## config.mk

```make
export PLATFORM = sky130hd
export DESIGN_NAME = idl_mac
export DESIGN_NICKNAME = d
export VERILOG_FILES = /design/src/idl_pkg.sv /design/src/idl_mac.sv
export SDC_FILE = /design/constraint.sdc
export NUM_CORES = 1
export LEC_CHECK = 0
export BUFFER_PORTS_ARGS = -buffer_cell sky130_fd_sc_hd__clkbuf_2
export CAP_MARGIN = 10
export CORE_UTILIZATION = 55
export CTS_BUF_LIST = sky130_fd_sc_hd__clkbuf_16
export CTS_CLUSTER_DIAMETER = 80
export DETAILED_ROUTE_END_ITERATION = 6
export PLACE_DENSITY = 0.73
export SLEW_MARGIN = 20
export SYNTH_ARGS = -nofsm -noshare
export SYNTH_HDL_FRONTEND = slang
export SYNTH_SLANG_ARGS = --single-unit
```

## constraint.sdc

```tcl
create_clock -name clk -period 13.8 [get_ports clk]
set_input_delay 2.76 -clock clk [delete_from_list [all_inputs] [get_ports clk]]
set_output_delay 2.76 -clock clk [all_outputs]
set_load 0.005 [all_outputs]
```

## src/idl_pkg.sv

```systemverilog
`timescale 1ns / 1ps
package idl_pkg;

  localparam int DEPTH_DEF       = 4096;
  localparam int SAMPLE_BITS_DEF = 24;
  localparam int POS_W           = 14;
  localparam int FRAC_W          = 16;
  localparam int OP_W            = 3;
  localparam int LEN_W           = 13;
  localparam int LEN_MAX         = 8191;

  typedef enum logic [OP_W-1:0] {
    OP_APPEND   = 3'd0,
    OP_WRITE_AT = 3'd1,
    OP_READ_AT  = 3'd2,
    OP_READ_AGO = 3'd3,
    OP_LINEAR   = 3'd4,
    OP_HERMITE  = 3'd5
  } op_t;

  typedef enum logic [2:0] {
    ST_CLEAR,
    ST_IDLE,
    ST_WRAP,
    ST_READ,
    ST_COEF,
    ST_MUL,
    ST_ACC,
    ST_FIN
  } state_t;

  typedef struct packed {
    logic load;
    logic mul;
    logic acc;
  } mac_ctl_t;

endpackage

```

## src/idl_mac.sv

```systemverilog
`timescale 1ns / 1ps
module idl_mac import idl_pkg::*; #(
  parameter int ACC_W = 30
) (
  input  logic                    clk,
  input  mac_ctl_t                ctl,
  input  logic signed [ACC_W-1:0] ld_val,
  input  logic [FRAC_W-1:0]       frac,
  input  logic signed [ACC_W-1:0] add_val,
  output logic signed [ACC_W-1:0] acc_out
);

  localparam int PRD_W = ACC_W + FRAC_W + 1;
  localparam logic signed [PRD_W-1:0] HALF = PRD_W'(64'sd1 <<< (FRAC_W - 1));

  logic signed [ACC_W-1:0]  a_r;
  logic signed [PRD_W-1:0]  prod_r;
  logic signed [FRAC_W:0]   t_s;
  logic signed [PRD_W-1:0]  rounded;

  assign t_s     = signed'({1'b0, frac});
  assign rounded = (prod_r + HALF) >>> FRAC_W;
  assign acc_out = a_r;

  always_ff @(posedge clk) begin
    if (ctl.load) begin
      a_r <= ld_val;
    end else if (ctl.acc) begin
      a_r <= ACC_W'(rounded) + add_val;
    end
    if (ctl.mul) begin
      prod_r <= a_r * t_s;
    end
  end

endmodule

```

---- Word-level counts from Yosys, hierarchy flattened ----
Index checks and enable logic that the tools add are counted.
Widths: inputs -> output; s select.
operators by class
  add/subtract/negate cells ............... 2
  multiply operators ...................... 1
  divide/modulo/power cells ............... 0
  $lt $le $gt $ge ......................... 0
  eq/ne operators ......................... 0
  shift operators ......................... 0
  mux-type cells .......................... 2
  bitwise operators ....................... 0
  reduce and logical (&&, ||, !) cells .... 1
operators with widths
  operator                count
  $mux 30                 2
  $add 46x17->46 const B  1
  $mul 30x17->46          1
  $add 30x30->30          1
  $reduce_bool 2->1       1
storage, ports and cells
  flip-flop bits (word level) ............. 76
  latch bits .............................. 0
  bits in writable memories ............... 0
  ROM bits ................................ 0
  input port bits ......................... 80
  output and inout port bits .............. 30
  word-level logic and storage cells ...... 8
  memories ................................ 0

---- Longest topological paths before layout ----
Gate-level depths: netlist of the first run.
  depth in word-level cells ............... 4
  depth in mapped cells ................... 25
  gate-level depth less buffers ........... 23

---- Worst setup path after synthesis of the first run ----
OpenSTA, ideal clock, no wires.
  kind .................................... in2reg
  start ................................... input frac[2]
  end ..................................... register prod_r[45], data pin
  setup time .............................. 0.260 ns
  arrival time ............................ 8.261 ns
  data required time ...................... 13.540 ns
  setup slack ............................. 5.279 ns
  cell stages on the path ................. 20
  path buffers ............................ 1
  path through ............................ clkbuf_1 nand2_1 fa_1 inv_1 fa_1 fa_1 fa_1 fa_1 inv_1 fa_1 inv_1 ha_1 and4_1 and3_1 and3_1 a22oi_1 nand4_1 a31oi_1 o21bai_1 xnor2_1
between the ends
  longest elaborated chain between the ends .. 1
RTL lines
  item                  RTL line       text
  from (decl)           idl_mac.sv:8   input logic [FRAC_W-1:0] frac,
  $mul 30x17->46        idl_mac.sv:32  prod_r <= a_r * t_s;
  to (signal assigned)  idl_mac.sv:32
  to (decl)             idl_mac.sv:17  logic signed [PRD_W-1:0] prod_r;
No other way between the ends.
A chain may end at the register's enable or synchronous reset.

---- Final worst setup path of the first run ----
Same ends and word-level chain as after synthesis.

==> results of run 1 <==
## critical path: cells and delay by family
kind / cells / cell delay, ns
fa+ha+maj: 7 / 3.85
compound gates: 3 / 0.68
xor+xnor: 1 / 0.12
simple gates: 5 / 1.18
buf+inv: 4 / 0.88
## layout make-up
cell class	count	area, um2
Sequential cell	61	1830
Inverter	532	2000
Timing Repair Buffer	118	613
Clock buffer	9	225
Tap cell	468	586
Multi-Input combinational cell	1513	16200
Fill cell	3161	15000
Antenna cell	1	2.50
Clock inverter	7	98.8
## per-layer routing
metal,track usage (%),up-vias,wire [um]
met5,0,-,0
li1,-,6602,-
met1,34.4,7740,19200
met2,53.1,559,27300
met3,3.68,159,2910
met4,12.6,0,2220
## cells in the mapped netlist, types with 10 or more instances
master,number
nand3_1,26
and2_1,198
nor2_1,32
ha_1,138
a21oi_1,40
xnor2_1,64
a21o_1,27
xor2_1,32
fa_1,455
a31oi_1,10
o21ai_0,36
nand2_1,322
inv_1,532
edfxtp_1,61
and3_1,18
clkbuf_1,85
## metrics by stage
stage | utilization, % | std cells | hold WS [ns] | setup slack [ns] | area, um2
6_report | 59.0 | 2709 | 0.906 | 4.41 | 21500
2_1_floorplan | - | 2193 | 0.794 | 5.28 | 20300
5_1_grt | 59.0 | 2708 | 0.916 | 4.03 | 21500
4_1_cts | 59.0 | 2708 | 0.899 | 4.45 | 21500
3_5_place_dp | 58.1 | 2692 | 0.876 | 4.12 | 21200
3_3_place_gp | 58.1 | 2692 | 0.868 | 4.24 | 21200
## cells in the final DEF (no fill, tap or decap), types with 7 or more instances in the layout
cell type | Yosys | final
a21o_1 | 27 | 27
a21oi_1 | 40 | 40
a31oi_1 | 10 | 10
and2_1 | 198 | 198
and3_1 | 18 | 18
buf_4 | 1 | 9
clkbuf_16 | 0 | 9
clkbuf_2 | 0 | 109
edfxtp_1 | 61 | 61
fa_1 | 455 | 455
ha_1 | 138 | 138
inv_1 | 532 | 532
mux2_2 | 7 | 7
nand2_1 | 322 | 322
nand2b_1 | 8 | 8
nand3_1 | 26 | 26
nor2_1 | 32 | 32
o21ai_0 | 36 | 36
xnor2_1 | 64 | 64
xor2_1 | 32 | 32
## registers in the layout, summed over array words and instances, names as in the netlist
signal,count
acc_out,30
prod_r,31
## path summary, 6_finish.rpt
path / start / end / slack (ns) / cells after the start
hold / removal: prod_r[16] / acc_out[0] / 0.91 / 3
setup / recovery: frac[2] / prod_r[45] / 4.41 / 20
setup reg to reg: acc_out[29] / prod_r[45] / 6.72 / 19
hold reg to reg: prod_r[16] / acc_out[0] / 0.91 / 3
## kinds of logic (layout without fill, tap and decap cells)
family | after synthesis | after routing
AO/OA/AOI/OAI | 172 | 172
XOR/XNOR | 97 | 97
adder cells (fa/ha/maj) | 593 | 593
buffers and inverters | 619 | 666
flip-flops | 61 | 61
multiplexers | 9 | 9
other | 0 | 1
AND/OR/NAND/NOR | 642 | 642
==> flow_metrics.env, run 1 <==
export IMPL_hold_class="flip-flop to flip-flop"
export IMPL_antenna_found_initial=1
export IMPL_die_h_um=194
export IMPL_ys_types=71
export IMPL_synth_edf_count=61
export IMPL_fin_crit_sh_pct=68.1
export IMPL_run_status="finished, final reports clean"
export IMPL_synth_simple_area_share_pct=15.6
export IMPL_path_class="input port to flip-flop"
export IMPL_grt_usage_pct=29.1
export IMPL_overflow=0
export IMPL_core_mm2=0.0365
export IMPL_synthToLayoutAreaGrowth_pct=5.87
export IMPL_end_kind="flip-flop"
export IMPL_yosys_area_share_xor_xnor_pct=4.21
export IMPL_clkSinkCount=61
export IMPL_ys_seq_area_share_pct=9.01
export IMPL_max_stage_delay_ns=0.81
export IMPL_clkTransAtPathRegs_ns=0.06
export IMPL_slew_violations=0
export IMPL_synth_fa_ha_area_share_pct=53.3
export IMPL_numCtsBuffers=9
export IMPL_first_pass_iters=5
export IMPL_min_period_ns=9.39
export IMPL_syn_mean_instance_area_um2=9.27
export IMPL_cpMostUsedCell="fa_1"
export IMPL_tightest_slew_ns=1.01
export IMPL_grt_max_degree=60
export IMPL_hpwl_um=40500
export IMPL_start_util_pct=55.7
export IMPL_yosysTopAreaCell="fa_1"
export IMPL_drv_cap=0
export IMPL_synth_compound_area_share_pct=5.99
export IMPL_cts_max_level=3
export IMPL_synth_ff_latch_count=61
export IMPL_yosys_top_cells_area="fa_1 (45%), inv_1 (9.8%), edfxtp_1 (9.0%)"
export IMPL_cts_tree="done"
export IMPL_netlist_instances=2193
export IMPL_post_cts_buffers=0
export IMPL_final_layout_size_suffix_gt1_share_pct=7.81
export IMPL_fin_skew_ns=0.00591
export IMPL_cp_data_arrival_time_ns=9.48
export IMPL_critPathLaunchType="input port"
export IMPL_tns_ns=0
export IMPL_hold_viol_final=0
export IMPL_synth_top_family_by_area="adder cells"
export IMPL_clock_root_buffer="clkbuf_16"
export IMPL_insertion_delay_ns=0.34
export IMPL_detail_route_wl_per_cell_um=19.1
export IMPL_crit_chain="clkbuf_2 -> nand2_1 -> fa_1 -> inv_1 -> fa_1 -> fa_1 -> fa_1 -> fa_1 -> inv_1 -> fa_1 -> inv_1 -> ha_1 -> and4_1 -> and3_1 -> and3_1 -> a22oi_1 -> nand4_1 -> a31oi_1 -> o21bai_1 -> xnor2_1"
export IMPL_totalWireLength_um=51600
export IMPL_grt_pass1_wl_um=85500
export IMPL_required_ns=13.89
export IMPL_rows=70
export IMPL_async_flop_share_pct=0
export IMPL_timing_fmax_ghz=0.106
export IMPL_vias=15100
export IMPL_cpMaxStageDelayCell="fa_1"
export IMPL_drt_vias_per_instance=5.56
export IMPL_grt_pass1_vias=16800
export IMPL_initialDrtViolationCount=901
export IMPL_ant_nets=0
export IMPL_synthesis_area_mm2=0.0203
export IMPL_die_x_um=194
export IMPL_synth_top_area_share_pct=44.8
export IMPL_setup_viol=0
export IMPL_cts_buffer_depth=2
export IMPL_syn_nets=2866
export IMPL_cts_repair_resized=0
export IMPL_gp_congestion=0.899
export IMPL_synthMuxAreaShare_pct=0.486
export IMPL_port_buffers=109
export IMPL_ios=110
export IMPL_cts_hold_buf=0
export IMPL_nets=2908
export IMPL_rsz0062_at_grt="no"
export IMPL_cp_max_fo=30
export IMPL_drc=0
export IMPL_dieArea_mm2=0.0378
export IMPL_ys_warn_count=0
export IMPL_synth_flop_cell="edfxtp_1"
export IMPL_max_slew_margin_rel_pct=32.9
Power of run 1 is left out: the tool's default activity adds up to more than one toggle a clock period on the data nets, which glitch-free logic cannot reach.
==> run 2: changes to the inputs <==
--- a/config.mk
+++ b/config.mk
@@ -11,7 +11,7 @@
 export CTS_BUF_LIST = sky130_fd_sc_hd__clkbuf_16
 export CTS_CLUSTER_DIAMETER = 80
 export DETAILED_ROUTE_END_ITERATION = 6
-export PLACE_DENSITY = 0.73
+export PLACE_DENSITY = 0.76
 export SLEW_MARGIN = 20
 export SYNTH_ARGS = -nofsm -noshare
 export SYNTH_HDL_FRONTEND = slang
==> constraint.sdc (replaced) <==
create_clock -name clk -period 8.3 [get_ports clk]
set_input_delay 1.66 -clock clk [delete_from_list [all_inputs] [get_ports clk]]
set_output_delay 1.66 -clock clk [all_outputs]
set_load 0.005 [all_outputs]
==> run 2 against run 1 <==
Net effect:
- final cell count increased by 0.66%
- setup slack got worse by 3.9 ns
- utilization increased by 0.34 points
- critical path depth increased by 1
- via count increased by 0.35%
- routed wire length decreased by 0.66%
- sequential share of layout area about the same
- first-iteration DRC count decreased by 10%
- sequential cell count unchanged
- highest routed layer unchanged
==> flow_metrics.env, run 2 (synthesis results as in run 1) <==
export IMPL_run_status="finished, final reports clean"
export IMPL_totalWireLength_um=51300
export IMPL_final_layout_size_suffix_gt1_share_pct=8.46
export IMPL_tns_ns=0
export IMPL_grt_pass1_wl_um=85300
export IMPL_insertion_delay_ns=0.34
export IMPL_numCtsBuffers=9
export IMPL_fillers=3093
export IMPL_regMostFlops="prod_r"
export IMPL_wl_met2_um=27000
export IMPL_final_common_cell="inv_1"
export IMPL_tightest_slew_ns=0.987
export IMPL_dieArea_mm2=0.0378
export IMPL_ios=110
export IMPL_nets=2926
export IMPL_met1_length_um=19900
export IMPL_critPathLaunchType="input port"
export IMPL_hold_class="flip-flop to flip-flop"
export IMPL_cts_max_level=3
export IMPL_cp_max_fo=25
export IMPL_core_mm2=0.0365
export IMPL_cts_buffer_depth=2
export IMPL_rsz0062_at_grt="no"
export IMPL_initialDrtViolationCount=808
export IMPL_place_ws_ns=0.236
export IMPL_antenna_found_initial=0
export IMPL_top_layer_used="met4"
export IMPL_die_h_um=194
export IMPL_end_kind="flip-flop"
export IMPL_grt_max_degree=60
export IMPL_synthToLayoutAreaGrowth_pct=6.49
export IMPL_mostFrequentLayoutCells="inv_1 (532), fa_1 (455), nand2_1 (322), and2_1 (198), ha_1 (138)"
export IMPL_cts_hold_buf=0
export IMPL_die_x_um=194
export IMPL_detail_route_wl_per_cell_um=18.8
export IMPL_drc=0
export IMPL_cts_repair_resized=0
export IMPL_path_class="input port to flip-flop"
export IMPL_drv_cap=0
export IMPL_min_period_ns=7.83
export IMPL_clkSinkCount=61
export IMPL_cp_data_arrival_time_ns=7.92
export IMPL_drt_vias_per_instance=5.54
export IMPL_rows=70
export IMPL_ant_nets=0
export IMPL_vias=15100
export IMPL_cts_tree="done"
export IMPL_gp_congestion=0.910
export IMPL_fin_skew_ns=0.00828
export IMPL_hpwl_um=41000
export IMPL_hold_viol_final=0
export IMPL_post_cts_buffers=0
export IMPL_setup_ws_ns=0.472
export IMPL_holdWs_ns=0.881
export IMPL_largest_register_ffs=31
export IMPL_required_ns=8.39
export IMPL_overflow=0
export IMPL_first_pass_iters=6
export IMPL_slew_violations=0
export IMPL_port_buffers=109
export IMPL_max_slew_margin_rel_pct=34.2
export IMPL_clock_root_buffer="clkbuf_16"
export IMPL_start_util_pct=55.7
export IMPL_clkTransAtPathRegs_ns=0.06
export IMPL_fin_crit_sh_pct=94.3
export IMPL_grt_usage_pct=28.8
export IMPL_wl_met3_um=2420
export IMPL_timing_fmax_ghz=0.128
export IMPL_grt_pass1_vias=17000
export IMPL_setup_viol=0
run 2: changes by cell type in the layout (fill, tap and decap cells not counted), sizes merged:
cell  delta
buf     +18
run 2: layout make-up:
class / instances / area, um2 / share of cell area [%]
Sequential cell: 61 / 1830 / 8.46
Timing Repair Buffer: 136 / 748 / 3.45
Clock buffer: 9 / 225 / 1.04
Clock inverter: 7 / 88.8 / 0.410
Inverter: 532 / 2000 / 9.22
Antenna cell: 1 / 2.50 / 0.0116
Multi-Input combinational cell: 1513 / 16200 / 74.7
Tap cell: 468 / 586 / 2.70
run 2: worst max-delay path: stages:
cell and delay, ns:
clkbuf_2 0.63, nand2_1 0.14, fa_1 0.59, inv_1 0.16, fa_1 0.55, fa_1 0.45
fa_1 0.50, fa_1 0.49, inv_1 0.05, fa_1 0.51, inv_1 0.05, ha_1 0.36
a21o_1 0.23, a21oi_1 0.16, o21ai_1 0.13, a21o_1 0.20, a221oi_2 0.33, nand4_1 0.17
a31oi_1 0.30, o21bai_1 0.12, xnor2_1 0.13
run 2: metrics by stage:
stage	util [%]	area [um2]	cells
after floorplan	-	20300	2193
after global placement	58.4	21300	2710
after detailed placement	58.4	21300	2710
after CTS	59.3	21700	2726
after global routing	59.3	21700	2726
final	59.3	21700	2727
run 2: path summary, 6_finish.rpt:
kind | startpoint | endpoint | slack [ns] | depth (start not counted)
setup / recovery | frac[4] | prod_r[45] | 0.47 | 21
hold reg to reg | prod_r[16] | acc_out[0] | 0.88 | 3
hold / removal | prod_r[16] | acc_out[0] | 0.88 | 3
setup reg to reg | acc_out[29] | prod_r[45] | 1.38 | 20
run 2: routing by layer:
metal / up-vias / track usage [%]
met5: - / 0
met4: 0 / 10.8
li1: 6644 / -
met3: 158 / 3.07
met2: 491 / 52.9
met1: 7820 / 34.8
Power of run 2 is left out for the same reason.
==> run 3: changes to the inputs <==
--- a/config.mk
+++ b/config.mk
@@ -11,7 +11,8 @@
 export CTS_BUF_LIST = sky130_fd_sc_hd__clkbuf_16
 export CTS_CLUSTER_DIAMETER = 80
 export DETAILED_ROUTE_END_ITERATION = 6
-export PLACE_DENSITY = 0.76
+export GPL_TIMING_DRIVEN = 0
+export PLACE_DENSITY = 0.73
 export SLEW_MARGIN = 20
 export SYNTH_ARGS = -nofsm -noshare
 export SYNTH_HDL_FRONTEND = slang
==> constraint.sdc (replaced) <==
create_clock -name clk -period 8.1 [get_ports clk]
set_input_delay 1.62 -clock clk [delete_from_list [all_inputs] [get_ports clk]]
set_output_delay 1.62 -clock clk [all_outputs]
set_load 0.005 [all_outputs]
==> run 3 against run 2 <==
Net effect:
- sequential cell count did not move
- first-iteration DRC count up 43%
- sequential share of layout area hardly changed
- setup slack worse by 0.21 ns
- clock-buffer cell count did not move
- clock skew hardly changed
- cell area increased by 0.38%
- critical endpoint is now prod_r[41]
==> flow_metrics.env, run 3 (synthesis results as in run 1) <==
export IMPL_drc=0
export IMPL_port_buffers=94
export IMPL_final_common_cell="inv_1"
export IMPL_cts_hold_buf=0
export IMPL_regMostFlops="prod_r"
export IMPL_cp_max_fo=10
export IMPL_first_pass_iters=5
export IMPL_vias=15500
export IMPL_num_antenna_cells=0
export IMPL_timing_fmax_ghz=0.128
export IMPL_overflow=0
export IMPL_core_mm2=0.0365
export IMPL_grt_max_degree=32
export IMPL_run_status="finished, final reports clean"
export IMPL_required_ns=8.18
export IMPL_gp_congestion=0.932
export IMPL_cts_max_level=3
export IMPL_antenna_found_initial=3
export IMPL_clkTransAtPathRegs_ns=0.05
export IMPL_cp_data_arrival_time_ns=7.92
export IMPL_mostFrequentLayoutCells="inv_1 (533), fa_1 (454), nand2_1 (322), and2_1 (198), ha_1 (138)"
export IMPL_final_layout_size_suffix_gt1_share_pct=7.21
export IMPL_cts_tree="done"
export IMPL_min_from="prod_r[16]"
export IMPL_die_x_um=194
export IMPL_synthToLayoutAreaGrowth_pct=6.89
export IMPL_drt_vias_per_instance=5.60
export IMPL_path_class="input port to flip-flop"
export IMPL_drv_cap=0
export IMPL_nets=2971
export IMPL_hold_viol_final=0
export IMPL_critPathLaunch="frac[10]"
export IMPL_end_kind="flip-flop"
export IMPL_totalWireLength_um=56000
export IMPL_grt_usage_pct=31.3
export IMPL_rsz0062_at_grt="no"
export IMPL_numCtsBuffers=9
export IMPL_fillers=3185
export IMPL_ant_nets=0
export IMPL_cts_buffer_depth=2
export IMPL_grt_pass1_wl_um=89600
export IMPL_critPathLaunchType="input port"
export IMPL_final_area_mm2=0.0217
export IMPL_start_util_pct=55.7
export IMPL_clkSinkCount=61
export IMPL_grt_pass1_vias=16600
export IMPL_min_period_ns=7.84
export IMPL_tightest_slew_ns=1.00
export IMPL_die_h_um=194
export IMPL_dieArea_mm2=0.0378
export IMPL_hold_class="flip-flop to flip-flop"
export IMPL_detail_route_wl_per_cell_um=20.2
export IMPL_dpl_cell_area_mm2=0.0214
export IMPL_reg2reg_from="acc_out[11]"
export IMPL_holdWs_ns=0.874
export IMPL_setup_viol=0
export IMPL_slew_violations=0
export IMPL_rows=70
export IMPL_initialDrtViolationCount=1155
export IMPL_insertion_delay_ns=0.34
export IMPL_max_slew_margin_rel_pct=32.2
export IMPL_dp_cells=2755
export IMPL_hpwl_um=47500
export IMPL_fin_skew_ns=0.00832
export IMPL_stdcell_count=2771
export IMPL_clock_root_buffer="clkbuf_16"
export IMPL_largest_register_ffs=31
export IMPL_fin_crit_sh_pct=96.7
export IMPL_ios=110
[run 3: final timing paths]
| check | slack, ns | cells after the start | to |
|---|---|---|---|
| hold / removal | 0.87 | 3 | acc_out[0] |
| hold reg to reg | 0.87 | 3 | acc_out[0] |
| setup reg to reg | 0.83 | 21 | prod_r[41] |
| setup / recovery | 0.26 | 23 | prod_r[41] |
[run 3: layout make-up]
class	count	area (um2)	share of cell area (%)
Timing Repair Buffer	94	470	2.16
Sequential cell	61	1830	8.43
Buffer	87	347	1.59
Multi-Input combinational cell	1513	16200	74.5
Clock buffer	9	225	1.04
Clock inverter	7	91.3	0.420
Inverter	532	2000	9.19
Tap cell	468	586	2.69
[run 3: timing repair]
| item | CTS | global route |
|---|---|---|
| endpoints found under the hold margin | 0 | 0 |
| buffers inserted | 0 | 0 |
| endpoints found under the setup margin | 2 | 7 |
| pin swaps | 0 | 0 |
| gates resized for setup | 4 | 23 |
[run 3: worst max-delay path, cell delays in order]
cell and delay [ns]:
clkbuf_1 0.67, nand2_1 0.16, fa_1 0.54, inv_1 0.06, fa_1 0.39, inv_1 0.09
fa_1 0.42, inv_1 0.09, fa_1 0.43, fa_1 0.49, inv_1 0.05, fa_1 0.49
inv_1 0.05, ha_1 0.32, nand4_1 0.15, nor2_1 0.10, a211oi_4 0.42, a2bb2oi_4 0.31
nand3b_4 0.16, a21oi_4 0.27, o221ai_4 0.18, a31oi_1 0.32, xnor2_1 0.11
[run 3: layer usage]
metal	up-vias	track usage, %	part of all wire (%)
met3	165	5.33	7.7
met4	4	13.5	5.2
met5	-	0	0.045
li1	6734	-	-
met2	693	53.9	50
met1	7924	39.0	37
[run 3: metrics by stage]
stage / utilization [%] / setup TNS, ns / setup WS [ns]
final: 59.5 / 0 / 0.264
after global placement: 58.6 / -1.62 / -0.501
after global routing: 59.5 / 0 / 0.0414
after detailed placement: 58.6 / -2.33 / -0.554
after CTS: 59.5 / 0 / 0.0463
after floorplan: - / 0 / 0.719
Power of run 3 is left out for the same reason.
