File: src/idl_wrap.sv
`timescale 1ns / 1ps
module idl_wrap #(
  parameter int PW = 16,
  parameter int AW = 12,
  parameter int LW = 13
) (
  input  logic                 clk,
  input  logic                 rst_n,
  input  logic                 start,
  input  logic signed [PW-1:0] operand,
  input  logic [LW-1:0]        len,
  output logic                 done,
  output logic [AW-1:0]        res
);

  localparam int MW = PW - 1;
  localparam int CW = $clog2(MW + 1);

  logic          busy_r, busy_nxt;
  logic [CW-1:0] cnt_r, cnt_nxt;
  logic [MW-1:0] mag_r, mag_nxt;
  logic [AW-1:0] rem_r, rem_nxt;
  logic          neg_r, neg_nxt;

  logic signed [PW-1:0] abs_val;
  logic [AW:0]          len_x;
  logic [AW:0]          shifted;
  logic [AW:0]          diff;
  logic [AW:0]          fix;

  assign len_x   = (AW+1)'(len);
  assign shifted = {rem_r, mag_r[MW-1]};
  assign diff    = shifted - len_x;
  assign abs_val = operand[PW-1] ? -operand : operand;
  assign fix     = len_x - (AW+1)'(rem_r);

  assign done = busy_r && (cnt_r == '0);
  assign res  = (neg_r && (rem_r != '0)) ? fix[AW-1:0] : rem_r;

  always_comb begin
    busy_nxt = busy_r;
    cnt_nxt  = cnt_r;
    mag_nxt  = mag_r;
    rem_nxt  = rem_r;
    neg_nxt  = neg_r;
    if (start) begin
      busy_nxt = 1'b1;
      cnt_nxt  = CW'(MW);
      mag_nxt  = abs_val[MW-1:0];
      rem_nxt  = '0;
      neg_nxt  = operand[PW-1];
    end else if (busy_r) begin
      if (cnt_r == '0) begin
        busy_nxt = 1'b0;
      end else begin
        cnt_nxt = cnt_r - CW'(1);
        mag_nxt = {mag_r[MW-2:0], 1'b0};
        // one restoring step of the remainder
        rem_nxt = (shifted >= len_x) ? diff[AW-1:0] : shifted[AW-1:0];
      end
    end
  end

  always_ff @(posedge clk) begin
    if (!rst_n) begin
      busy_r <= 1'b0;
      cnt_r  <= '0;
    end else begin
      busy_r <= busy_nxt;
      cnt_r  <= cnt_nxt;
    end
  end

  always_ff @(posedge clk) begin
    mag_r <= mag_nxt;
    rem_r <= rem_nxt;
    neg_r <= neg_nxt;
  end

endmodule

File: config.mk
export PLATFORM = sky130hd
export DESIGN_NAME = idl_wrap
export DESIGN_NICKNAME = d
export VERILOG_FILES = /design/src/idl_wrap.sv
export SDC_FILE = /design/constraint.sdc
export NUM_CORES = 1
export LEC_CHECK = 0
export ABC_AREA = 1
export CORE_MARGIN = 1
export CORE_UTILIZATION = 40
export CTS_CLUSTER_DIAMETER = 50
export DETAILED_ROUTE_END_ITERATION = 12
export DONT_BUFFER_PORTS = 1
export PLACE_DENSITY_LB_ADDON = 0.3
export SLEW_MARGIN = 30
export SYNTH_ARGS = -nofsm -noshare
export SYNTH_HDL_FRONTEND = slang
export SYNTH_SLANG_ARGS = --single-unit
File: constraint.sdc
create_clock -name clk -period 2.1 [get_ports clk]
set_clock_uncertainty 0.05 [all_clocks]
set_input_delay 0.315 -clock clk [delete_from_list [all_inputs] [get_ports clk]]
set_output_delay 0.315 -clock clk [all_outputs]
set_load 0.02 [all_outputs]
## Word level (Yosys, flattened, before mapping)

Index checks and enable logic that the tools add are counted.

| cells by class | value |
|---|---|
| $add $sub $neg | 4 |
| bitwise gates (word level) | 1 |
| multiplexer cells | 12 |
| reductions and logical operators | 7 |
| eq/ne operators | 1 |
| order comparisons | 1 |

Operators with widths:

| cell | number |
|---|---|
| $mux W15 | 4 |
| $mux W12 | 2 |
| $sub A12 B12 Y12 | 2 |
| $neg A15 Y15 | 1 |
| $ge A13 B13 Y1 | 1 |
| $mux W4 | 3 |
| $reduce_bool A12 Y1 | 1 |
| $logic_not A4 Y1 | 1 |
| $reduce_and A2 Y1 | 2 |
| $sub A4 B1 Y4 const B | 1 |
| $mux W1 | 3 |
| $logic_and A1 B1 Y1 | 2 |
| $ne A2 B2 Y1 const B | 1 |
| $reduce_bool A2 Y1 | 1 |
| $not A1 Y1 | 1 |

| word-level totals | value |
|---|---|
| register bits | 33 |
| word-level logic and storage cells | 31 |

## Logic depth before layout (Yosys ltp)

Gate-level depths: netlist of the first run.

| depth | value |
|---|---|
| word-level depth | 4 |
| depth in mapped cells | 12 |
| depth with buffers taken out | 12 |

## Worst setup path after synthesis of the first run

OpenSTA, ideal clock, no wires.

| timing | value |
|---|---|
| path type | flip-flop to output port |
| start point | register rem_r[0] |
| end point | output port res[8] |
| stages on the path, launching flop included | 10 |
| arrival | 1986 ps |
| required time | 1735 ps |
| path slack | -251 ps |
| cells stage by stage | dfxtp_1 ha_1 inv_1 fa_1 nand3_1 nand3_1 nand3_1 nand2_1 xnor2_1 o21ai_0 |

| on the way | value |
|---|---|
| longest elaborated chain between the ends | 3 |

RTL lines:

| item | RTL line | source |
|---|---|---|
| start: declaration | 22 | `logic [AW-1:0] rem_r, rem_nxt;` |
| start signal: assignment | 76 | `rem_r <= rem_nxt;` |
| branches (longest 2 deep; another with $sub A12 B12 Y12) | -- |  |
| $mux W12 * | 38 | `assign res = (neg_r && (rem_r != '0)) ? fix[AW-1:0] : rem_r;` |
| end: declaration | 13 | `output logic [AW-1:0] res` |

Mark *: on every way between the ends.

## Worst setup path after layout of the first run

| timing | value |
|---|---|
| start point | register rem_r[0] |
| end point | output port res[4] |

The elaborated chain is that of the path after synthesis.

==> impl_metrics.json, run 1 <==
{
  "dp_hpwl_um": 6843,
  "met1_usage_pct": 23.79,
  "yosys-top-cells-area": "nand2_1 18%, edfxtp_1 14%, dfxtp_1 10%",
  "worst_pin_slew_ns": 0.5676,
  "cp_cell_sequence": "ha_4 -> inv_4 -> fa_2 -> nand3_2 -> nand3_4 -> buf_4 -> xnor2_1 -> o21ai_1 -> buf_4",
  "use_met2_pct": 41.24,
  "area_growth_pct": 32.12,
  "grt_first_pass_wirelength_um": 15260,
  "ff2ff_setup_slack_ns": 0.13,
  "min-delay-start": "operand[15]",
  "grt_pass1_vias": 3478,
  "hold_end": "neg_r$_DFFE_PP_",
  "num_io_pins": 45,
  "yosysUniqueCellTypes": 38,
  "p_leak_nw": 2.171,
  "io_buffers": 0,
  "cts_num_sinks": 33,
  "cap_violations": 0,
  "diodes": 0,
  "r2r-start": "rem_r[7]$_SDFFE_PP0P_",
  "post-route-util_pct": 54.62,
  "slew_headroom_pct": 62.12,
  "avgRoutedWirePerCell_um": 14.45,
  "violations": "negative setup slack",
  "grt_max_degree": 20,
  "chipWidth_um": 94.16,
  "initial_core_util_pct": 41.34,
  "synth-main-ff-cell": "dfxtp_1",
  "vias": 3511,
  "final_layout_size_suffix_gt1_share_pct": 30.67,
  "syn_nets": 583,
  "antenna_left": 0,
  "synth_seq_cells": 33,
  "drt-initial-drc-count": 149,
  "finalSetupViolations": 10,
  "route.detailed.drc": 0,
  "min_path_cells": 0,
  "min_path_type": "in -> reg",
  "htree_levels": 2,
  "gr-usage-met3_pct": 4.854,
  "worst_setup_path_start_kind": "flop",
  "antenna_found_initial": 0,
  "r2r_cells": 11,
  "yosys_warnings": 0,
  "fmax_mhz": 413.0,
  "fin_crit_sh_pct": 115.3,
  "cp_common_cell": "buf_4",
  "grtUsageTotal_pct": 21.70,
  "tritoncts": "yes",
  "postCtsHoldBufs": 0,
  "cts_root_buf": "clkbuf_8",
  "worst_r2r_endpoint": "rem_r[2]$_SDFFE_PP0P_",
  "dieHeight_um": 94.16,
  "rows": 33,
  "cts_buffer_depth": 2,
  "post-synth-top-area-fraction_pct": 17.68,
  "finalSetupTns_ns": -1.122,
  "netlist_instances": 523,
  "critPathCaptureType": "primary output",
  "vias_per_cell": 5.248,
  "fin_cells": 669,
  "seq_area_frac_synth_pct": 24.16,
  "grt_busiest_layer": "met2",
  "dr.pass1.iters": 7,
  "synth.avg_cell_area_sq_um": 6.495,
  "final-hold-violation-count": 0,
  "clk_latency_ns": 0.29,
  "routabilityCongestion": 0.8780,
  "layout_commonest_cell": "nand2_1",
  "async_reset_ff_share_pct": 0,
  "setup_ws_ns": -0.3215,
  "wirelength_um": 9665,
  "nets": 623,
  "dpl.cell_count": 649,
  "crit_slowest_cell": "dfxtp_2",
  "crit_path_max_incr_delay_ns": 0.36,
  "maxSlewViolCount": 0,
  "crit_arrival_ns": 2.06,
  "critical_path_required_ns": 1.74,
  "overflow": 0,
  "synth_largest_area_cell": "nand2_1",
  "hold_slack_ns": 0.08197,
  "worstPathMaxFanout": 3,
  "power_density_nw_per_um2": 441.3,
  "layout.cells.most_common_list": "142 x nand2_1, 77 x inv_1, 32 x nand3_1",
  "cts.clk_slew.worst_paths_ns": 0.08,
  "synth-edff-count": 16,
  "run_status": "finished, violations left",
  "fin_crit_ns": 2.421,
  "die-area_sq_um": 8865,
  "rsz0062_at_grt": "true",
  "syn_area_sq_um": 3397,
  "core_area_sq_um": 8217,
  "cts_made_buffers": 5,
  "ir_worst_vdd_mv": 0.2730,
  "critPathKind": "reg -> out"
}
==> power by group <==
part	total, mW	leakage, nW	switching [mW]	internal, mW
registers	0.752	0.305	0.0213	0.731
logic	0.585	1.81	0.339	0.246
clock network	0.643	0.0574	0.257	0.386
total	1.98	2.17	0.618	1.36
==> per-layer routing <==
metal	wire [um]	vias up	part of all wire [%]
li1	-	1775	-
met1	3883	1594	40
met4	222	0	2.3
met2	4958	120	51
met3	600	22	6.2
met5	0	-	0
==> cell families after synthesis <==
| kind of cell | Yosys count | synth area share [%] |
|---|---|---|
| fa+ha+maj | 28 | 10.76 |
| xor+xnor | 17 | 4.383 |
| compound gates | 53 | 9.098 |
| simple gates | 297 | 40.41 |
| buf+inv | 95 | 11.20 |
| flops | 33 | 24.16 |
==> through the flow <==
stage               setup WS [ns]  total power, mW  area, sq um
floorplan                -0.09974            1.101         3401
global placement         -0.03457            1.194         3700
detailed placement       -0.07134            1.205         3700
CTS                       -0.1769            1.906         4188
global route              -0.3657            2.085         4488
finish                    -0.3215            1.981         4488
==> state kept, by name (all words and copies together) (netlist names) <==
| register | cells |
|---|---|
| rem_r | 12 |
| neg_r | 1 |
| busy_r | 1 |
| cnt_r | 4 |
| mag_r | 15 |
==> cell usage after synthesis, drive strengths merged (3+ instances only) <==
cell type / number
o21ai: 25
xor2: 6
nor4: 3
or2: 3
nor3: 3
dfxtp: 17
a21oi: 17
nand2: 170
a31oi: 4
ha: 26
buf: 4
inv: 86
xnor2: 11
nand4: 16
edfxtp: 16
nand3: 54
clkbuf: 5
nor2: 46
==> repair_timing <==
action	CTS	global route
pin swaps	23	28
gates cloned	0	2
setup endpoints to repair	12	16
setup buffers	5	8
gates resized for setup	80	57
==> critical path: cells and delay by family (launching register included) <==
kind | cells | cell delay [ns]
adders and majority gates | 2 | 0.52
buffers and inverters | 3 | 0.38
DFF | 1 | 0.36
AOI/OAI and AO/OA | 1 | 0.20
and+or+nand+nor | 2 | 0.19
xor gates and xnor gates | 1 | 0.13
==> how the worst max path moves through the flow <==
stage	start	to	slack, ns	cells past startpoint
3_3_place_gp	len[0]	res[8]	-0.03	11
5_1_grt	rem_r[0]$_SDFFE_PP0P_	res[4]	-0.37	9
2_1_floorplan	rem_r[0]$_SDFFE_PP0P_	res[8]	-0.1	9
3_5_place_dp	len[0]	res[8]	-0.07	11
4_1_cts	rem_r[0]$_SDFFE_PP0P_	res[8]	-0.18	10
6_report	rem_r[0]$_SDFFE_PP0P_	res[4]	-0.32	9
==> cell type report <==
type	instances	area [sq um]
clock buffer	6	82.58
clock inverter	2	37.54
fill	750	3729
inverter	86	332.8
multi-input combinational	396	2710
sequential	33	838.3
tap	105	131.4
timing repair buffer	40	349.1
timing repair inverter	1	6.256
(Power assumes the default switching activity.)
==> run 2, diff against run 1 <==
--- a/config.mk
+++ b/config.mk
@@ -6,12 +6,13 @@
 export NUM_CORES = 1
 export LEC_CHECK = 0
 export ABC_AREA = 1
-export CORE_MARGIN = 1
+export CORE_MARGIN = 3
 export CORE_UTILIZATION = 40
 export CTS_CLUSTER_DIAMETER = 50
 export DETAILED_ROUTE_END_ITERATION = 12
 export DONT_BUFFER_PORTS = 1
 export PLACE_DENSITY_LB_ADDON = 0.3
+export REMOVE_ABC_BUFFERS = 1
 export SLEW_MARGIN = 30
 export SYNTH_ARGS = -nofsm -noshare
 export SYNTH_HDL_FRONTEND = slang
==> run 2 against run 1 <==
- the flow still finishes with violations (negative setup slack)
- worst hold slack worse by 0.0064 ns
- worst setup slack improved by 0.18 ns
- power is 5.3% lower
- clock power is 7.5% lower
- core utilization grew 0.058 points
- fmax up 8.0%
==> impl_metrics.json, run 2 (synthesis results as in run 1) <==
{
  "avgRoutedWirePerCell_um": 14.11,
  "fin_crit_sh_pct": 106.8,
  "wirelength_um": 9451,
  "min_path_type": "in -> reg",
  "crit_start": "rem_r[0]$_SDFFE_PP0P_",
  "rsz0062_at_grt": "true",
  "dieHeight_um": 98.16,
  "critPathCapture": "res[8]",
  "io_buffers": 0,
  "ff2ff_setup_slack_ns": 0.10,
  "r2r_cells": 11,
  "fin_crit_ns": 2.243,
  "multi_input_area_sq_um": 2587,
  "grt_first_pass_wirelength_um": 15480,
  "chipWidth_um": 98.16,
  "final_layout_size_suffix_gt1_share_pct": 29.23,
  "fin_cells": 670,
  "cts_buffer_depth": 2,
  "cts_root_buf": "clkbuf_8",
  "die-area_sq_um": 9634,
  "layout_commonest_cell": "nand2_1",
  "tritoncts": "yes",
  "finalSetupViolations": 11,
  "vias": 3468,
  "routabilityCongestion": 0.9152,
  "rows": 32,
  "fmax_mhz": 445.9,
  "p_leak_nw": 2.122,
  "grtUsageTotal_pct": 19.12,
  "regMostFlops": "mag_r",
  "num-fill-cells": 751,
  "placed_area_sq_um": 3692,
  "area_growth_pct": 28.25,
  "r2r-start": "rem_r[8]$_SDFFE_PP0P_",
  "min_path_cells": 0,
  "antenna_found_initial": 0,
  "cts_made_buffers": 5,
  "power_density_nw_per_um2": 430.6,
  "post-place-ws_ns": -0.01849,
  "num_io_pins": 45,
  "dp_hpwl_um": 6799,
  "worstPathMaxFanout": 3,
  "diodes": 0,
  "critPathKind": "reg -> out",
  "worst_r2r_endpoint": "rem_r[6]$_SDFFE_PP0P_",
  "violations": "negative setup slack",
  "critPathCaptureType": "primary output",
  "crit_arrival_ns": 1.88,
  "route.detailed.drc": 0,
  "final-hold-violation-count": 0,
  "overflow": 0,
  "largest_reg_flops": 15,
  "setup_ws_ns": -0.1425,
  "run_status": "finished, violations left",
  "initial_core_util_pct": 42.64,
  "cts_num_sinks": 33,
  "maxSlewViolCount": 0,
  "dpl.cell_count": 646,
  "nets": 627,
  "grt_max_degree": 20,
  "ir_worst_vdd_mv": 0.2414,
  "critical_path_required_ns": 1.74,
  "cap_violations": 0,
  "seq_area_sq_um": 844.6,
  "htree_levels": 2,
  "antenna_left": 0,
  "clk_latency_ns": 0.28,
  "dr.pass1.iters": 4,
  "slew_headroom_pct": 63.36,
  "layout.cells.most_common_list": "145 x nand2_1, 75 x inv_1, 38 x buf_4",
  "worst_pin_slew_ns": 0.5490,
  "vias_per_cell": 5.176,
  "worst_setup_path_start_kind": "flop",
  "core_area_sq_um": 7968,
  "cts.clk_slew.worst_paths_ns": 0.07,
  "drt-initial-drc-count": 129,
  "hold_slack_ns": 0.07554,
  "stdcell_area_sq_um": 4357,
  "reg_top3": "mag_r x15, rem_r x12, cnt_r x4",
  "power_mw": 1.876,
  "grt_pass1_vias": 3440
}
[run 2: changes by cell type in the layout (fill, tap and decap cells not counted), sizes merged]
cell and change:
buf +5, clkinv +1, clkinvlp -1, inv -1
[run 2: cell type report]
class / count / area share, %
clock buffers: 6 / 1.666
repair buffers: 45 / 8.357
flip-flops and latches: 33 / 19.39
inverters: 86 / 7.467
multi-input cells: 396 / 59.39
clock inverters: 2 / 0.8041
well taps: 102 / 2.929
[run 2: timing repair]
item,CTS,global route
buffers inserted,7,9
hold endpoints to repair,0,0
endpoints found under the setup margin,12,20
gates cloned,0,1
hold buffers,0,0
pin swaps,14,17
gates resized for setup,71,40
[run 2: metal layers]
metal	GRT usage, %	part of all wire (%)	vias to the layer above
met5	0	0	-
met4	4.517	1.6	0
met3	4.571	5.6	14
met2	34.71	50	94
met1	22.73	42	1586
li1	-	-	1774
[run 2: worst min-delay path by stage]
stage / startpoint / end / slack (ns)
finish: operand[15] / neg_r$_DFFE_PP_ / 0.08
global route: operand[15] / neg_r$_DFFE_PP_ / 0.06
CTS: operand[15] / neg_r$_DFFE_PP_ / 0.07
detailed placement: operand[15] / neg_r$_DFFE_PP_ / 0.37
global placement: operand[15] / neg_r$_DFFE_PP_ / 0.37
floorplan: operand[15] / neg_r$_DFFE_PP_ / 0.36
[run 2: worst max-delay path: stages, from the launching register on]
cell and delay, ns:
dfxtp_2 0.35, ha_4 0.12, inv_2 0.03, fa_2 0.34
nand3_2 0.10, nand3_4 0.09, nand3_2 0.08, nand2_2 0.05
xnor2_1 0.12, o21ai_1 0.14, buf_4 0.16
[run 2: per-stage QoR]
step                utilization [%]  setup TNS [ns]
floorplan                         -         -0.7086
global placement              46.34        -0.01918
detailed placement            46.34        -0.03399
CTS                           51.81         -0.4188
global route                  54.68          -1.935
finish                        54.68         -0.7380
[run 2: report_power, final]
part	leakage, nW	internal (mW)	switching (mW)
Combinational	1.76	0.223	0.309
Clock	0.0552	0.352	0.243
Sequential	0.307	0.729	0.0191
==> run 3, diff against run 2 <==
--- a/config.mk
+++ b/config.mk
@@ -6,13 +6,15 @@
 export NUM_CORES = 1
 export LEC_CHECK = 0
 export ABC_AREA = 1
+export BUFFER_PORTS_ARGS = -buffer_cell sky130_fd_sc_hd__buf_2
 export CORE_MARGIN = 3
 export CORE_UTILIZATION = 40
 export CTS_CLUSTER_DIAMETER = 50
 export DETAILED_ROUTE_END_ITERATION = 12
-export DONT_BUFFER_PORTS = 1
 export PLACE_DENSITY_LB_ADDON = 0.3
+export RECOVER_POWER = 25
 export REMOVE_ABC_BUFFERS = 1
+export SKIP_CTS_REPAIR_TIMING = 1
 export SLEW_MARGIN = 30
 export SYNTH_ARGS = -nofsm -noshare
 export SYNTH_HDL_FRONTEND = slang
==> run 3 against run 2 <==
- the run still ends with negative setup slack left
- non-clock buffer count rose by 39
- largest power group unchanged
- critical path depth did not move
- register-to-register slack improved by 0.05 ns
==> impl_metrics.json, run 3 (synthesis results as in run 1) <==
{
  "fin_crit_sh_pct": 111.8,
  "dpl.cell_count": 693,
  "vias_per_cell": 5.133,
  "core_area_sq_um": 7968,
  "grtUsageTotal_pct": 18.61,
  "cts_buffer_depth": 2,
  "cts_made_buffers": 5,
  "layout_commonest_cell": "nand2_1",
  "regMostFlops": "mag_r",
  "switching_power_uw": 635.6,
  "p_leak_nw": 2.294,
  "area_growth_pct": 35.17,
  "setup_ws_ns": -0.2471,
  "diodes": 0,
  "antenna_left": 0,
  "worst_setup_path_start_kind": "flop",
  "stdcell_area_sq_um": 4592,
  "final-hold-violation-count": 0,
  "vias": 3639,
  "power.share.switching_pct": 32.20,
  "drt-initial-drc-count": 134,
  "pwr-share-comb_pct": 31.5,
  "route.detailed.drc": 0,
  "tritoncts": "yes",
  "routabilityCongestion": 0.8966,
  "power_density_nw_per_um2": 429.9,
  "dr.pass1.iters": 4,
  "clk_latency_ns": 0.29,
  "critPathKind": "reg -> out",
  "worst_pin_slew_ns": 0.8459,
  "final_layout_size_suffix_gt1_share_pct": 32.78,
  "run_status": "finished, violations left",
  "grt_pass1_vias": 3504,
  "finalSetupTns_ns": -1.187,
  "nets": 666,
  "post-place-ws_ns": -0.1978,
  "cts_num_sinks": 33,
  "fmax_mhz": 426.1,
  "fin_cells": 709,
  "intPower_mw": 1.338,
  "htree_levels": 2,
  "hold_slack_ns": 0.2340,
  "grt_max_degree": 20,
  "initial_core_util_pct": 42.64,
  "dp_hpwl_um": 7111,
  "fin_crit_ns": 2.347,
  "critPathCaptureType": "primary output",
  "cts.clk_slew.worst_paths_ns": 0.08,
  "sequentialPowerShare_pct": 37.9,
  "ir_worst_vdd_mv": 0.2712,
  "chipWidth_um": 98.16,
  "reg_top3": "mag_r x15, rem_r x12, cnt_r x4",
  "grt_first_pass_wirelength_um": 15160,
  "rsz0062_at_grt": "true",
  "num-fill-cells": 732,
  "violations": "negative setup slack",
  "wirelength_um": 9610,
  "cap_violations": 0,
  "largest_reg_flops": 15,
  "worstPathMaxFanout": 3,
  "dieHeight_um": 98.16,
  "rows": 32,
  "slew_headroom_pct": 43.60,
  "maxSlewViolCount": 0,
  "io_buffers": 44,
  "layout.cells.most_common_list": "149 x nand2_1, 76 x inv_1, 40 x buf_4",
  "placed_area_sq_um": 3935,
  "avgRoutedWirePerCell_um": 13.55,
  "finalSetupViolations": 10,
  "crit_arrival_ns": 1.98,
  "die-area_sq_um": 9634,
  "critical_path_required_ns": 1.74,
  "power_mw": 1.974,
  "cts_root_buf": "clkbuf_8",
  "antenna_found_initial": 0,
  "clkPwrFrac_pct": 30.6,
  "min_path_type": "in -> reg",
  "num_io_pins": 45,
  "post-route-util_pct": 57.63,
  "overflow": 0
}
==> run 3: changes by cell type in the layout (fill, tap and decap cells not counted), moves of 2 or more <==
| cell | change |
|---|---|
| o21ai_0 | -2 |
| nand3_1 | +2 |
| nand2_1 | +4 |
| buf_2 | +32 |
| nand3_4 | -2 |
| buf_4 | +2 |
| clkbuf_1 | +2 |
| dfxtp_2 | -2 |
| nand2_2 | -4 |
| o21ai_2 | +2 |
==> run 3: path summary, 6_finish.rpt <==
path              depth (start not counted)                  start               endpoint  slack (ns)
setup / recovery                         10  rem_r[0]$_SDFFE_PP0P_                 res[8]       -0.25
hold / removal                            3                  rst_n  cnt_r[2]$_SDFFE_PN0P_        0.23
setup reg to reg                         11  rem_r[1]$_SDFFE_PP0P_  rem_r[4]$_SDFFE_PP0P_        0.15
hold reg to reg                           2  cnt_r[3]$_SDFFE_PN0P_  cnt_r[3]$_SDFFE_PN0P_        0.44
==> run 3: cell type report <==
cell class                      instances  area [sq um]  share of cell area (%)
Multi-Input combinational cell        395          2592                   56.46
Sequential cell                        33         845.8                   18.42
Timing Repair Buffer                   84         581.8                   12.67
Inverter                               86         327.8                   7.139
Tap cell                              102         127.6                   2.779
Clock buffer                            5         68.82                   1.499
Clock inverter                          3         41.29                  0.8992
Timing Repair inverter                  1         6.256                  0.1362
==> run 3: worst max-delay path, stage by stage, from the launching register on <==
cell and delay [ns]:
dfxtp_2 0.36, ha_4 0.12, inv_2 0.03, fa_2 0.36, nand3_2 0.10, nand3_4 0.10, nand3_2 0.08, nand2_2 0.06
xnor2_1 0.14, o21ai_1 0.17, buf_4 0.16
==> run 3: metal layers <==
metal	up-vias	track usage (%)	wire [um]
met5	-	0	0
met4	0	5.147	139
met3	13	3.500	428
met2	78	33.87	4965
met1	1685	22.30	4077
li1	1863	-	-
==> run 3: power by group through the flow <==
stage | Sequential (mW) | Combinational (mW) | Clock (mW)
after floorplan | 0.764 | 0.323 | 0
after global placement | 0.764 | 0.485 | 0
after detailed placement | 0.766 | 0.495 | 0
after CTS | 0.753 | 0.497 | 0.615
after global routing | 0.754 | 0.691 | 0.637
final | 0.748 | 0.622 | 0.604
